[config.mk]
export PLATFORM = sky130hd
export DESIGN_NAME = byte_deque_with_search
export DESIGN_NICKNAME = d
export VERILOG_FILES = /design/src/hdl/bdq_pkg.sv /design/src/hdl/byte_deque_with_search.sv /design/src/hdl/bdq_ram.sv /design/src/hdl/bdq_datapath.sv /design/src/hdl/bdq_ctrl.sv
export SDC_FILE = /design/constraint.sdc
export NUM_CORES = 1
export LEC_CHECK = 0
export ABC_AREA = 1
export BUFFER_PORTS_ARGS = -buffer_cell sky130_fd_sc_hd__buf_4
export CAP_MARGIN = 20
export CELL_PAD_IN_SITES_DETAIL_PLACEMENT = 1
export CELL_PAD_IN_SITES_GLOBAL_PLACEMENT = 1
export CORE_UTILIZATION = 53
export CTS_BUF_LIST = sky130_fd_sc_hd__clkbuf_4
export DETAILED_ROUTE_END_ITERATION = 8
export PLACE_DENSITY_LB_ADDON = 0.12
export SLEW_MARGIN = 10
export SYNTH_ARGS = -nofsm -noshare
export SYNTH_HDL_FRONTEND = slang
export SYNTH_SLANG_ARGS = --single-unit
[constraint.sdc]
create_clock -name clock -period 5.4 [get_ports clock]
set_input_delay 0.27 -clock clock [delete_from_list [all_inputs] [get_ports clock]]
set_output_delay 0.27 -clock clock [all_outputs]
set_load 0.01 [all_outputs]
[src/hdl/bdq_pkg.sv]
`timescale 1ns / 1ps

package bdq_pkg;

   localparam int ACTION_W = 3;
   localparam int BYTE_W   = 8;
   localparam int STATUS_W = 2;
   localparam int COUNT_W  = 7;

   typedef enum logic [ACTION_W-1:0] {
      ACT_PUSH_HEAD = 3'd0,
      ACT_PUSH_TAIL = 3'd1,
      ACT_POP_HEAD  = 3'd2,
      ACT_POP_TAIL  = 3'd3,
      ACT_SEARCH    = 3'd4
   } action_type;

   typedef enum logic [STATUS_W-1:0] {
      ST_OK    = 2'd0,
      ST_FULL  = 2'd1,
      ST_EMPTY = 2'd2
   } status_type;

   typedef enum logic [2:0] {
      S_IDLE,
      S_EXEC,
      S_READ,
      S_SCAN,
      S_DONE
   } state_type;

   typedef struct packed {
      logic accept;
      logic push_head;
      logic push_tail;
      logic pop_head;
      logic pop_tail;
      logic set_full;
      logic set_empty;
      logic scan_start;
      logic scan_read;
      logic take_pop;
      logic finish;
   } ctrl_cmd_type;

   typedef struct packed {
      logic [ACTION_W-1:0] action;
      logic                full;
      logic                empty;
      logic                scan_left;
      logic                scan_busy;
      logic                rsp_open;
   } dp_sts_type;

endpackage

[src/hdl/byte_deque_with_search.sv]
`timescale 1ns / 1ps

// Channel   Direction  Handshake            Payload
// req       in         req_valid/req_ready  req_action, req_value
// rsp       out        rsp_valid/rsp_ready  rsp_data, rsp_found, rsp_status, rsp_count
//
// Pushes, rejected operations and unused codes pass through EXEC and DONE,
// pops through EXEC, READ and DONE, a search through EXEC, SCAN and DONE: the
// scan reads one stored entry per cycle through the single read port of the
// ring memory, and the compare of each entry is registered behind its read.
// One item is in work at a time; the next is taken while a result waits.
// Synchronous reset empties the deque; stored bytes are not cleared.

module byte_deque_with_search #(
   parameter int DEPTH = 64
) (
   input  logic                           clock,
   input  logic                           reset,
   input  logic                           req_valid,
   output logic                           req_ready,
   input  logic [bdq_pkg::ACTION_W-1:0]   req_action,
   input  logic [bdq_pkg::BYTE_W-1:0]     req_value,
   output logic                           rsp_valid,
   input  logic                           rsp_ready,
   output logic [bdq_pkg::BYTE_W-1:0]     rsp_data,
   output logic                           rsp_found,
   output logic [bdq_pkg::STATUS_W-1:0]   rsp_status,
   output logic [bdq_pkg::COUNT_W-1:0]    rsp_count
);

   import bdq_pkg::*;

   ctrl_cmd_type cmd;
   dp_sts_type   sts;

   bdq_ctrl u_ctrl (
      .clock    (clock),
      .reset    (reset),
      .req_valid(req_valid),
      .req_ready(req_ready),
      .sts      (sts),
      .cmd      (cmd)
   );

   bdq_datapath #(
      .DEPTH(DEPTH)
   ) u_datapath (
      .clock     (clock),
      .reset     (reset),
      .cmd       (cmd),
      .sts       (sts),
      .req_action(req_action),
      .req_value (req_value),
      .rsp_ready (rsp_ready),
      .rsp_valid (rsp_valid),
      .rsp_data  (rsp_data),
      .rsp_found (rsp_found),
      .rsp_status(rsp_status),
      .rsp_count (rsp_count)
   );

endmodule

[src/hdl/bdq_ram.sv]
`timescale 1ns / 1ps

module bdq_ram #(
   parameter int WIDTH = 8,
   parameter int DEPTH = 64
) (
   input  logic                     clock,
   input  logic                     wr_en,
   input  logic [$clog2(DEPTH)-1:0] wr_addr,
   input  logic [WIDTH-1:0]         wr_data,
   input  logic                     rd_en,
   input  logic [$clog2(DEPTH)-1:0] rd_addr,
   output logic [WIDTH-1:0]         rd_data
);

   logic [WIDTH-1:0] mem_ff [DEPTH];
   logic [WIDTH-1:0] rd_data_ff;

   always_ff @(posedge clock) begin
      if (wr_en) begin
         mem_ff[wr_addr] <= wr_data;
      end
      if (rd_en) begin
         rd_data_ff <= mem_ff[rd_addr];
      end
   end

   assign rd_data = rd_data_ff;

endmodule

[src/hdl/bdq_datapath.sv]
`timescale 1ns / 1ps

module bdq_datapath #(
   parameter int DEPTH = 64
) (
   input  logic                           clock,
   input  logic                           reset,
   input  bdq_pkg::ctrl_cmd_type          cmd,
   output bdq_pkg::dp_sts_type            sts,
   input  logic [bdq_pkg::ACTION_W-1:0]   req_action,
   input  logic [bdq_pkg::BYTE_W-1:0]     req_value,
   input  logic                           rsp_ready,
   output logic                           rsp_valid,
   output logic [bdq_pkg::BYTE_W-1:0]     rsp_data,
   output logic                           rsp_found,
   output logic [bdq_pkg::STATUS_W-1:0]   rsp_status,
   output logic [bdq_pkg::COUNT_W-1:0]    rsp_count
);

   import bdq_pkg::*;

   localparam int AW = $clog2(DEPTH);
   localparam int FW = $clog2(DEPTH + 1);
   localparam logic [AW-1:0] LAST_POS  = AW'(DEPTH - 1);
   localparam logic [AW:0]   RING_SIZE = (AW + 1)'(DEPTH);
   localparam logic [FW-1:0] FULL_FILL = FW'(DEPTH);

   logic [ACTION_W-1:0] action_ff, action_in;
   logic [BYTE_W-1:0]   value_ff, value_in;
   logic [AW-1:0]       front_ff, front_in;
   logic [FW-1:0]       fill_ff, fill_in;
   logic [AW-1:0]       ptr_ff, ptr_in;
   logic [FW-1:0]       remain_ff, remain_in;
   logic                chk_ff, chk_in;
   logic [BYTE_W-1:0]   data_ff, data_in;
   logic                found_ff, found_in;
   status_type          status_ff, status_in;
   logic                rsp_valid_ff, rsp_valid_in;
   logic [BYTE_W-1:0]   rsp_data_ff, rsp_data_in;
   logic                rsp_found_ff, rsp_found_in;
   status_type          rsp_status_ff, rsp_status_in;
   logic [COUNT_W-1:0]  rsp_count_ff, rsp_count_in;

   logic [AW-1:0]       front_dec;
   logic [AW-1:0]       front_inc;
   logic [AW-1:0]       ptr_inc;
   logic [FW-1:0]       fill_less;
   logic [AW-1:0]       offset;
   logic [AW:0]         ring_sum;
   logic [AW-1:0]       ring_addr;
   logic                hit;
   logic                rsp_open;

   logic                wr_en;
   logic [AW-1:0]       wr_addr;
   logic                rd_en;
   logic [AW-1:0]       rd_addr;
   logic [BYTE_W-1:0]   rd_data;

   // Ring arithmetic; wrap by compare so depths that are not a power of two work.
   assign front_dec = (front_ff == '0) ? LAST_POS : front_ff - 1'b1;
   assign front_inc = (front_ff == LAST_POS) ? '0 : front_ff + 1'b1;
   assign ptr_inc   = (ptr_ff == LAST_POS) ? '0 : ptr_ff + 1'b1;
   assign fill_less = fill_ff - 1'b1;
   assign offset    = cmd.push_tail ? AW'(fill_ff) : AW'(fill_less);
   assign ring_sum  = {1'b0, front_ff} + {1'b0, offset};
   assign ring_addr = (ring_sum >= RING_SIZE) ? AW'(ring_sum - RING_SIZE)
                                              : ring_sum[AW-1:0];

   assign hit      = chk_ff && (rd_data == value_ff);
   assign rsp_open = !rsp_valid_ff || rsp_ready;

   assign wr_en   = cmd.push_head || cmd.push_tail;
   assign wr_addr = cmd.push_head ? front_dec : ring_addr;
   assign rd_en   = cmd.pop_head || cmd.pop_tail || cmd.scan_read;
   assign rd_addr = cmd.scan_read ? ptr_ff : (cmd.pop_head ? front_ff : ring_addr);

   bdq_ram #(
      .WIDTH(BYTE_W),
      .DEPTH(DEPTH)
   ) u_ram (
      .clock  (clock),
      .wr_en  (wr_en),
      .wr_addr(wr_addr),
      .wr_data(value_ff),
      .rd_en  (rd_en),
      .rd_addr(rd_addr),
      .rd_data(rd_data)
   );

   always_comb begin
      action_in     = action_ff;
      value_in      = value_ff;
      front_in      = front_ff;
      fill_in       = fill_ff;
      ptr_in        = ptr_ff;
      remain_in     = remain_ff;
      chk_in        = cmd.scan_read;
      data_in       = data_ff;
      found_in      = found_ff;
      status_in     = status_ff;
      rsp_valid_in  = rsp_valid_ff;
      rsp_data_in   = rsp_data_ff;
      rsp_found_in  = rsp_found_ff;
      rsp_status_in = rsp_status_ff;
      rsp_count_in  = rsp_count_ff;

      if (cmd.accept) begin
         action_in = req_action;
         value_in  = req_value;
         data_in   = '0;
         found_in  = 1'b0;
         status_in = ST_OK;
      end
      if (cmd.push_head) begin
         front_in = front_dec;
         fill_in  = fill_ff + 1'b1;
      end
      if (cmd.push_tail) begin
         fill_in = fill_ff + 1'b1;
      end
      if (cmd.pop_head) begin
         front_in = front_inc;
         fill_in  = fill_less;
      end
      if (cmd.pop_tail) begin
         fill_in = fill_less;
      end
      if (cmd.set_full) begin
         status_in = ST_FULL;
      end
      if (cmd.set_empty) begin
         status_in = ST_EMPTY;
      end
      if (cmd.scan_start) begin
         ptr_in    = front_ff;
         remain_in = fill_ff;
      end
      if (cmd.scan_read) begin
         ptr_in    = ptr_inc;
         remain_in = remain_ff - 1'b1;
      end
      // Compare happens in the cycle after the scan read.
      if (hit) begin
         found_in = 1'b1;
      end
      if (cmd.take_pop) begin
         data_in = rd_data;
      end

      if (cmd.finish) begin
         rsp_valid_in  = 1'b1;
         rsp_data_in   = data_ff;
         rsp_found_in  = found_ff;
         rsp_status_in = status_ff;
         rsp_count_in  = COUNT_W'(fill_ff);
      end else if (rsp_ready) begin
         rsp_valid_in = 1'b0;
      end
   end

   always_ff @(posedge clock) begin
      if (reset) begin
         front_ff     <= '0;
         fill_ff      <= '0;
         remain_ff    <= '0;
         chk_ff       <= 1'b0;
         rsp_valid_ff <= 1'b0;
      end else begin
         front_ff     <= front_in;
         fill_ff      <= fill_in;
         remain_ff    <= remain_in;
         chk_ff       <= chk_in;
         rsp_valid_ff <= rsp_valid_in;
      end
   end

   always_ff @(posedge clock) begin
      action_ff     <= action_in;
      value_ff      <= value_in;
      ptr_ff        <= ptr_in;
      data_ff       <= data_in;
      found_ff      <= found_in;
      status_ff     <= status_in;
      rsp_data_ff   <= rsp_data_in;
      rsp_found_ff  <= rsp_found_in;
      rsp_status_ff <= rsp_status_in;
      rsp_count_ff  <= rsp_count_in;
   end

   always_comb begin
      sts.action    = action_ff;
      sts.full      = (fill_ff == FULL_FILL);
      sts.empty     = (fill_ff == '0);
      sts.scan_left = (remain_ff != '0);
      sts.scan_busy = (remain_ff != '0) || chk_ff;
      sts.rsp_open  = rsp_open;
   end

   assign rsp_valid  = rsp_valid_ff;
   assign rsp_data   = rsp_data_ff;
   assign rsp_found  = rsp_found_ff;
   assign rsp_status = rsp_status_ff;
   assign rsp_count  = rsp_count_ff;

endmodule

[src/hdl/bdq_ctrl.sv]
`timescale 1ns / 1ps

module bdq_ctrl (
   input  logic                  clock,
   input  logic                  reset,
   input  logic                  req_valid,
   output logic                  req_ready,
   input  bdq_pkg::dp_sts_type   sts,
   output bdq_pkg::ctrl_cmd_type cmd
);

   import bdq_pkg::*;

   state_type state_ff, state_in;

   always_ff @(posedge clock) begin
      if (reset) begin
         state_ff <= S_IDLE;
      end else begin
         state_ff <= state_in;
      end
   end

   always_comb begin
      state_in = state_ff;
      case (state_ff)
         S_IDLE: begin
            if (req_valid) begin
               state_in = S_EXEC;
            end
         end
         S_EXEC: begin
            case (sts.action)
               ACT_POP_HEAD, ACT_POP_TAIL: begin
                  state_in = sts.empty ? S_DONE : S_READ;
               end
               ACT_SEARCH: begin
                  state_in = S_SCAN;
               end
               default: begin
                  state_in = S_DONE;
               end
            endcase
         end
         S_READ: begin
            state_in = S_DONE;
         end
         S_SCAN: begin
            if (!sts.scan_busy) begin
               state_in = S_DONE;
            end
         end
         S_DONE: begin
            if (sts.rsp_open) begin
               state_in = S_IDLE;
            end
         end
         default: begin
            state_in = S_IDLE;
         end
      endcase
   end

   always_comb begin
      cmd       = '0;
      req_ready = 1'b0;
      case (state_ff)
         S_IDLE: begin
            req_ready  = 1'b1;
            cmd.accept = req_valid;
         end
         S_EXEC: begin
            case (sts.action)
               ACT_PUSH_HEAD: begin
                  cmd.set_full  = sts.full;
                  cmd.push_head = !sts.full;
               end
               ACT_PUSH_TAIL: begin
                  cmd.set_full  = sts.full;
                  cmd.push_tail = !sts.full;
               end
               ACT_POP_HEAD: begin
                  cmd.set_empty = sts.empty;
                  cmd.pop_head  = !sts.empty;
               end
               ACT_POP_TAIL: begin
                  cmd.set_empty = sts.empty;
                  cmd.pop_tail  = !sts.empty;
               end
               ACT_SEARCH: begin
                  cmd.scan_start = 1'b1;
               end
               default: begin
                  cmd = '0;
               end
            endcase
         end
         S_READ: begin
            cmd.take_pop = 1'b1;
         end
         S_SCAN: begin
            cmd.scan_read = sts.scan_left;
         end
         S_DONE: begin
            cmd.finish = sts.rsp_open;
         end
         default: begin
            cmd = '0;
         end
      endcase
   end

endmodule

; ---- After elaboration in Yosys (flattened, before gate mapping)
; Memories as Yosys holds them, arrays and structs flattened. A register that Yosys moved wholly into a read port is not among the register bits.
; Index checks and enable logic that the tools add are counted.
[totals]
ff_bits = 71
mem_bits_rw = 512
in_bits = 15
out_inout_bits = 20
wordCells = 109
memories = 1
[mem_list]
columns = memory, depth, width, rd, rd_ports_with_merged_regs, write_ports, line_no
row1 = u_datapath.u_ram.mem_ff, 64, 8, 1, 1, 1, bdq_ram.sv:16  ; logic [WIDTH-1:0] mem_ff [DEPTH];
[classes]
addsub = 8
n_lt_le_gt_ge = 1
eq_ne = 15
muxes = 45
n_reduce_logical = 23
[ops]
columns = operator, count
row1 = 6-bit two-way mux, 12
row2 = 7-bit two-way mux, 7
row3 = 1-bit two-way mux, 16
row4 = 8-bit two-way mux, 2
row5 = 3-bit case mux with 5 select lines, 1
row6 = "7-bit by 1-bit subtractor with 7-bit output, second input constant", 2
row7 = "6-bit by 1-bit adder with 6-bit output, second input constant", 2
row8 = "3-bit by 2-bit == test with 1-bit output, second input constant", 4
row9 = "6-bit == test, second input constant", 2
row10 = 3-bit two-way mux, 4
row11 = "6-bit by 1-bit subtractor with 6-bit output, second input constant", 2
row12 = 2-bit nonzero test, 5
row13 = 8-bit == test, 1
row14 = 6-bit by 6-bit adder with 7-bit output, 1
row15 = "7-bit by 1-bit adder with 7-bit output, second input constant", 1
row16 = "7-bit == test, second input constant", 1
row17 = "7-bit >= comparator, second input constant", 1
row18 = 7-bit zero test, 1
row19 = 7-bit nonzero test, 1
row20 = "3-bit by 1-bit == test with 1-bit output, second input constant", 2
row21 = "3-bit == test, second input constant", 2
row22 = 3-bit zero test, 2
row23 = 6-bit zero test, 1
row24 = 3-bit case mux with 2 select lines, 1
row25 = other kinds (9), 18

; ---- Longest topological paths before layout
[depth]
depth_word = 10
ltp_mapped = 25
depth_no_buf = 23

; ---- Cells and area by module
; A second synthesis with hierarchy kept.
[unflattened]
hier_cells = 2277
hier_area_um2 = 25408.1
[modules_own_cells]
columns = mod, instances, cells_per_inst, area_per_inst_um2, seq_area_each_um2
row1 = bdq_ram, 1, 1805, 21419.3, 15615.0
row2 = bdq_datapath, 1, 417, 3671.0, 1791.7
row3 = bdq_ctrl, 1, 55, 317.8, 60.1

; ---- Worst setup path after synthesis
; No wires, ideal clock.
[synth_path]
kind = register -> register
start = register u_datapath.fill_ff[0]
end = memory u_datapath.u_ram.mem_ff[10][0] (enable)
setup_ps = 370
t_arrival_ps = 3481
required_ps = 5030
path_slack_ps = 1549
path_stages_with_launch = 21
n_path_buf = 1
period_less_slack_ps = 3851
path_cell_list = dfxtp_1 inv_1 ha_1 nand2_4 nor2_4 nand3_2 nor2_4 nor2_4 nand2_4 buf_6 xor2_1 ha_1 inv_1 fa_1 o21ai_0 xor2_1 o21ai_1 inv_2 nor2_4 nand2_4 nor2_1
[synth_between]
elab_chain_len = 9
elab_cells_between_ends = 15
cone_classes = 3 x add/sub / 1 x order compare / 1 x eq/ne / 8 x mux / 2 x reduce/logical
[synth_rtl]
columns = element, line_no
row1 = start: declaration, bdq_datapath.sv:31  ; logic [FW-1:0] fill_ff, fill_in;
row2 = start signal: assignment, bdq_datapath.sv:171  ; fill_ff <= fill_in;
row3 = branches (longest 9 deep; another with 7-bit by 1-bit subtractor with 7-bit output), --
row4 = end: declaration, bdq_ram.sv:16
; Several ways; the timed one is not identified.

; ---- Worst setup path in the final report
[layout_path]
start = register u_datapath.fill_ff[0]
end = register u_datapath.u_ram.rd_data_ff[3] (netlist: u_datapath.u_ram.rd_data[3]), read port of u_datapath.u_ram.mem_ff (data pin)
[layout_between]
elab_chain_len = 10
elab_cells_between_ends = 18
cone_classes = 3 x add/sub / 1 x order compare / 1 x eq/ne / 8 x mux / 5 x reduce/logical
[layout_rtl]
columns = element, line_no
row1 = branches (longest 10 deep; another with 7-bit by 1-bit subtractor with 7-bit output), --
row2 = end: declaration, bdq_ram.sv:17  ; logic [WIDTH-1:0] rd_data_ff;
; Several ways; the timed one is not identified.
; A chain may end at the register's enable or synchronous reset.

==> metrics.md <==
| Metric | Value |
|---|---|
| Status | finished clean |
| Clk buf depth | 3 |
| Detailed-route wire length | 80700 um |
| Worst-Skew Late Latency | 1020 ps |
| Yosys Warn Count | 0 |
| Most frequent cell after synthesis | edfxtp_1 |
| Slew margin rel. | about 28% |
| Layout area overhead | 10.6% |
| Slew Viols, Final | 0 |
| Yosys top cell by area | edfxtp_1 |
| Leading post-synthesis cells by cell area | edfxtp_1 (62%), nand3_1 (10%), inv_1 (5.4%) |
| Worst path arrival time | 5550 ps |
| DRT iter0 DRCs | roughly 1600 |
| Crit share post-route | about nine tenths |
| Worst VDD drop | 0.592 mV |
| RSZ-0062 raised after global routing | false |
| Port bufs | 34 |
| Die W | 228 um |
| Static Leak | ~0.012 uW |
| FF+latch count, synth | about 600 |
| Reg-to-Reg Start | u_datapath.fill_ff[0] |
| CTS tree | built |
| Die Y | roughly 230 um |
| Largest net degree at the start of global routing | 191 |
| Via count | slightly below 20000 |
| Net count after synthesis | 2577 |
| Overflow left after global routing | 0 |
| Pre-Repair DR Iteration Count | 6 |
| Row count | 82 |
| Ys flop type | edfxtp_1 |
| Initial antenna violation count | 1 |
| Reg-to-Reg End | u_datapath.u_ram.rd_data[3] |
| Sequential fraction of the synthesis area | between 60 and 70% |
| Clock Pin Slew Worst Setup and Hold Paths | approximately 80 ps |
| Final core utilization | 59.6% |
| Clk_skew | approximately 77 ps |
| Initial Util | 53.9% |
| Layout cells sized above 1 | 13.5% |
| Root buffer cell | clkbuf_4 |
| Post-route ant nets | 0 |
| Reg2Reg Setup Slack | ~560 ps |
| H-tree depth | 4 |
| Post-CTS Setup Bufs | 0 |
| Mean post-synth cell area | between 10 and 15 um2 |
| Peak fanout along the critical path | 48 |
| Top cells by count, synth | edfxtp_1 (563), nand3_1 (558), inv_1 (392), nand2_1 (386), nand3b_1 (169) |
| Max_cap viols | 0 |
| Die area | about 0.052 mm2 |
| RD Place Congestion | just under 0.9 |
| Slew @ Worst Pin | approximately 1100 ps |
| Minimum clock period | around 4800 ps |
| Critical Path RT | just over 6000 ps |
| Clock sink total | just under 600 |
| Endpoints failing setup | 0 |
| Crit end category | register |
| Placed cell area | 0.0279 mm2 |
| R2R cell count | 23 |
| Core Box Area | 0.0504 mm2 |
| Total power | about 19000 uW |
| Vias/cell | 5.74 |
| CTS Buf Count | 153 |
| Place WS | roughly 730 ps |
| First-pass GRT wire length | roughly 120000 um |
| CP Capture Point | u_datapath.u_ram.rd_data[3] |
| Total Nets Final | roughly 2700 |
| Avg WL per Cell | ~24 um |
| GRT Resource Usage Total | a little under a third |
| DRC | 0 |
| HP Class | in -> reg |
| Final count of hold timing violations | 0 |
| Crit Path Class | reg -> reg |
| Final setup margin | 560 ps |
| Startpoint Class | register |
| Fmax | ~210 MHz |
| Crit. Startpoint | u_datapath.fill_ff[0] |
| Cell Area, Synth | roughly 0.027 mm2 |
| Count of different cell masters after synthesis | between 50 and 60 |
| EDFF count, synth | ~560 |
| Async set-reset flop share out of synthesis | 0% |
| Vias in the first global route | around 21000 |
| Cells after synthesis | between 2000 and 3000 |
| Share of the synthesized area in the top cell type | 62.3% |
| Detailed Place HPWL | between 40000 and 50000 um |
| Num ports | 35 |
| PwrDens | ~630 mW/mm2 |
| Fin area | 0.0300 mm2 |
| Post-route setup TNS | 0 ps |
## per-stage QoR
step,std cells,hold WS [ps]
after global placement,3148,410
after detailed placement,3149,410
after global routing,3431,132
after floorplan,2546,369
final,3431,142
after CTS,3429,49.9
## worst max-delay path: stages, from the launching register on
cell and delay, ps:
dfxtp_1 460, inv_1 130, ha_1 270, nand2_4 90
nor2_4 40, nand3_2 130, nor2_4 50, nor2_4 170
nand2_4 130, xor2_1 160, ha_1 200, inv_1 60
fa_1 430, xor2_1 260, nand2_1 90, o21ai_0 90
nand2_1 120, o21ai_4 220, buf_4 590, nand3_1 210
nand3_1 120, nand3_1 140, nand3_1 230, nand2_1 70
## sequential cells by signal, indices dropped and copies added, names as in the netlist, 6 cells and up
register                  count
u_datapath.u_ram.mem_ff     512
u_datapath.rsp_data           8
u_datapath.rsp_count          7
u_datapath.front_ff           6
u_datapath.fill_ff            7
u_datapath.data_ff            8
u_datapath.ptr_ff             6
u_datapath.remain_ff          7
u_datapath.u_ram.rd_data      8
u_datapath.value_ff           8
## per-layer routing
layer | routed length, um | GRT usage (%) | up-vias | part of all wire (%)
met2 | 40500 | 53.5 | 721 | 50
met5 | 0 | 0 | - | 0
met4 | 2690 | 13.7 | 0 | 3.3
met3 | 5100 | 5.70 | 163 | 6.3
met1 | 32500 | 39.9 | 9854 | 40
li1 | - | - | 8959 | -
## layout make-up
type	count	area [um2]
diodes	1	2.50
clock buffers	224	1680
clock inverters	31	170
fillers	5398	20400
inverters	410	1550
multi-input cells	1403	7410
flip-flops and latches	591	17500
well taps	672	841
repair buffers	99	888
## cells in the final DEF, fill, tap and decap left out, types with 3 or more instances in the layout
cell / netlist / routed
a211oi_1: 8 / 8
a21oi_1: 18 / 18
a31oi_1: 7 / 7
buf_12: 0 / 5
buf_4: 20 / 68
clkbuf_4: 0 / 224
clkinv_1: 0 / 22
dfxtp_1: 28 / 28
dlygate4sd3_1: 0 / 25
edfxtp_1: 563 / 563
ha_1: 15 / 15
inv_1: 392 / 392
inv_2: 15 / 21
nand2_1: 386 / 383
nand2_4: 5 / 8
nand3_1: 558 / 558
nand3_2: 6 / 5
nand3_4: 4 / 5
nand3b_1: 169 / 169
nand4_1: 3 / 3
nor2_1: 109 / 109
nor2_4: 5 / 5
nor3_1: 9 / 9
o211ai_1: 5 / 5
o21ai_0: 31 / 31
o21ai_2: 5 / 6
o22ai_1: 3 / 3
or2_2: 4 / 4
xnor2_1: 5 / 5
xor2_1: 21 / 21
## repair_timing
item	CTS	global route
hold buffers	25	0
endpoints found under the hold margin	52	0
resized for setup	0	0
## worst min-delay path by stage
stage / from / endpoint / slack [ps] / cells past startpoint
floorplan: req_action[0] / u_datapath.action_ff[0] / 370 / 0
global placement: u_datapath.data_ff[0] / u_datapath.rsp_data[0] / 410 / 0
detailed placement: u_datapath.data_ff[3] / u_datapath.rsp_data[3] / 410 / 0
CTS: reset / u_datapath.front_ff[2] / 50 / 3
global route: reset / u_datapath.remain_ff[1] / 130 / 3
finish: reset / u_datapath.front_ff[2] / 140 / 3
## cell families (layout without fill, tap and decap cells)
family / after synthesis / count (layout) / synth area share, %
buf+inv: 552 / 764 / 8.51
flops: 591 / 591 / 64.4
other cells: 0 / 1 / 0
simple gates: 1267 / 1267 / 23.3
xor+xnor: 26 / 26 / 0.839
compound gates: 94 / 94 / 2.20
fa+ha+maj: 16 / 16 / 0.765
## power by group
| group | total [uW] | switching [uW] | internal (uW) | leakage [uW] |
|---|---|---|---|---|
| clock | 3810 | 1830 | 1980 | 0.00112 |
| sequential | 5670 | 132 | 5540 | 0.00531 |
| combinational | 9390 | 6900 | 2500 | 0.00544 |
| total | 18900 | 8860 | 10000 | 0.0119 |
Power figures use the tool's default switching activity.
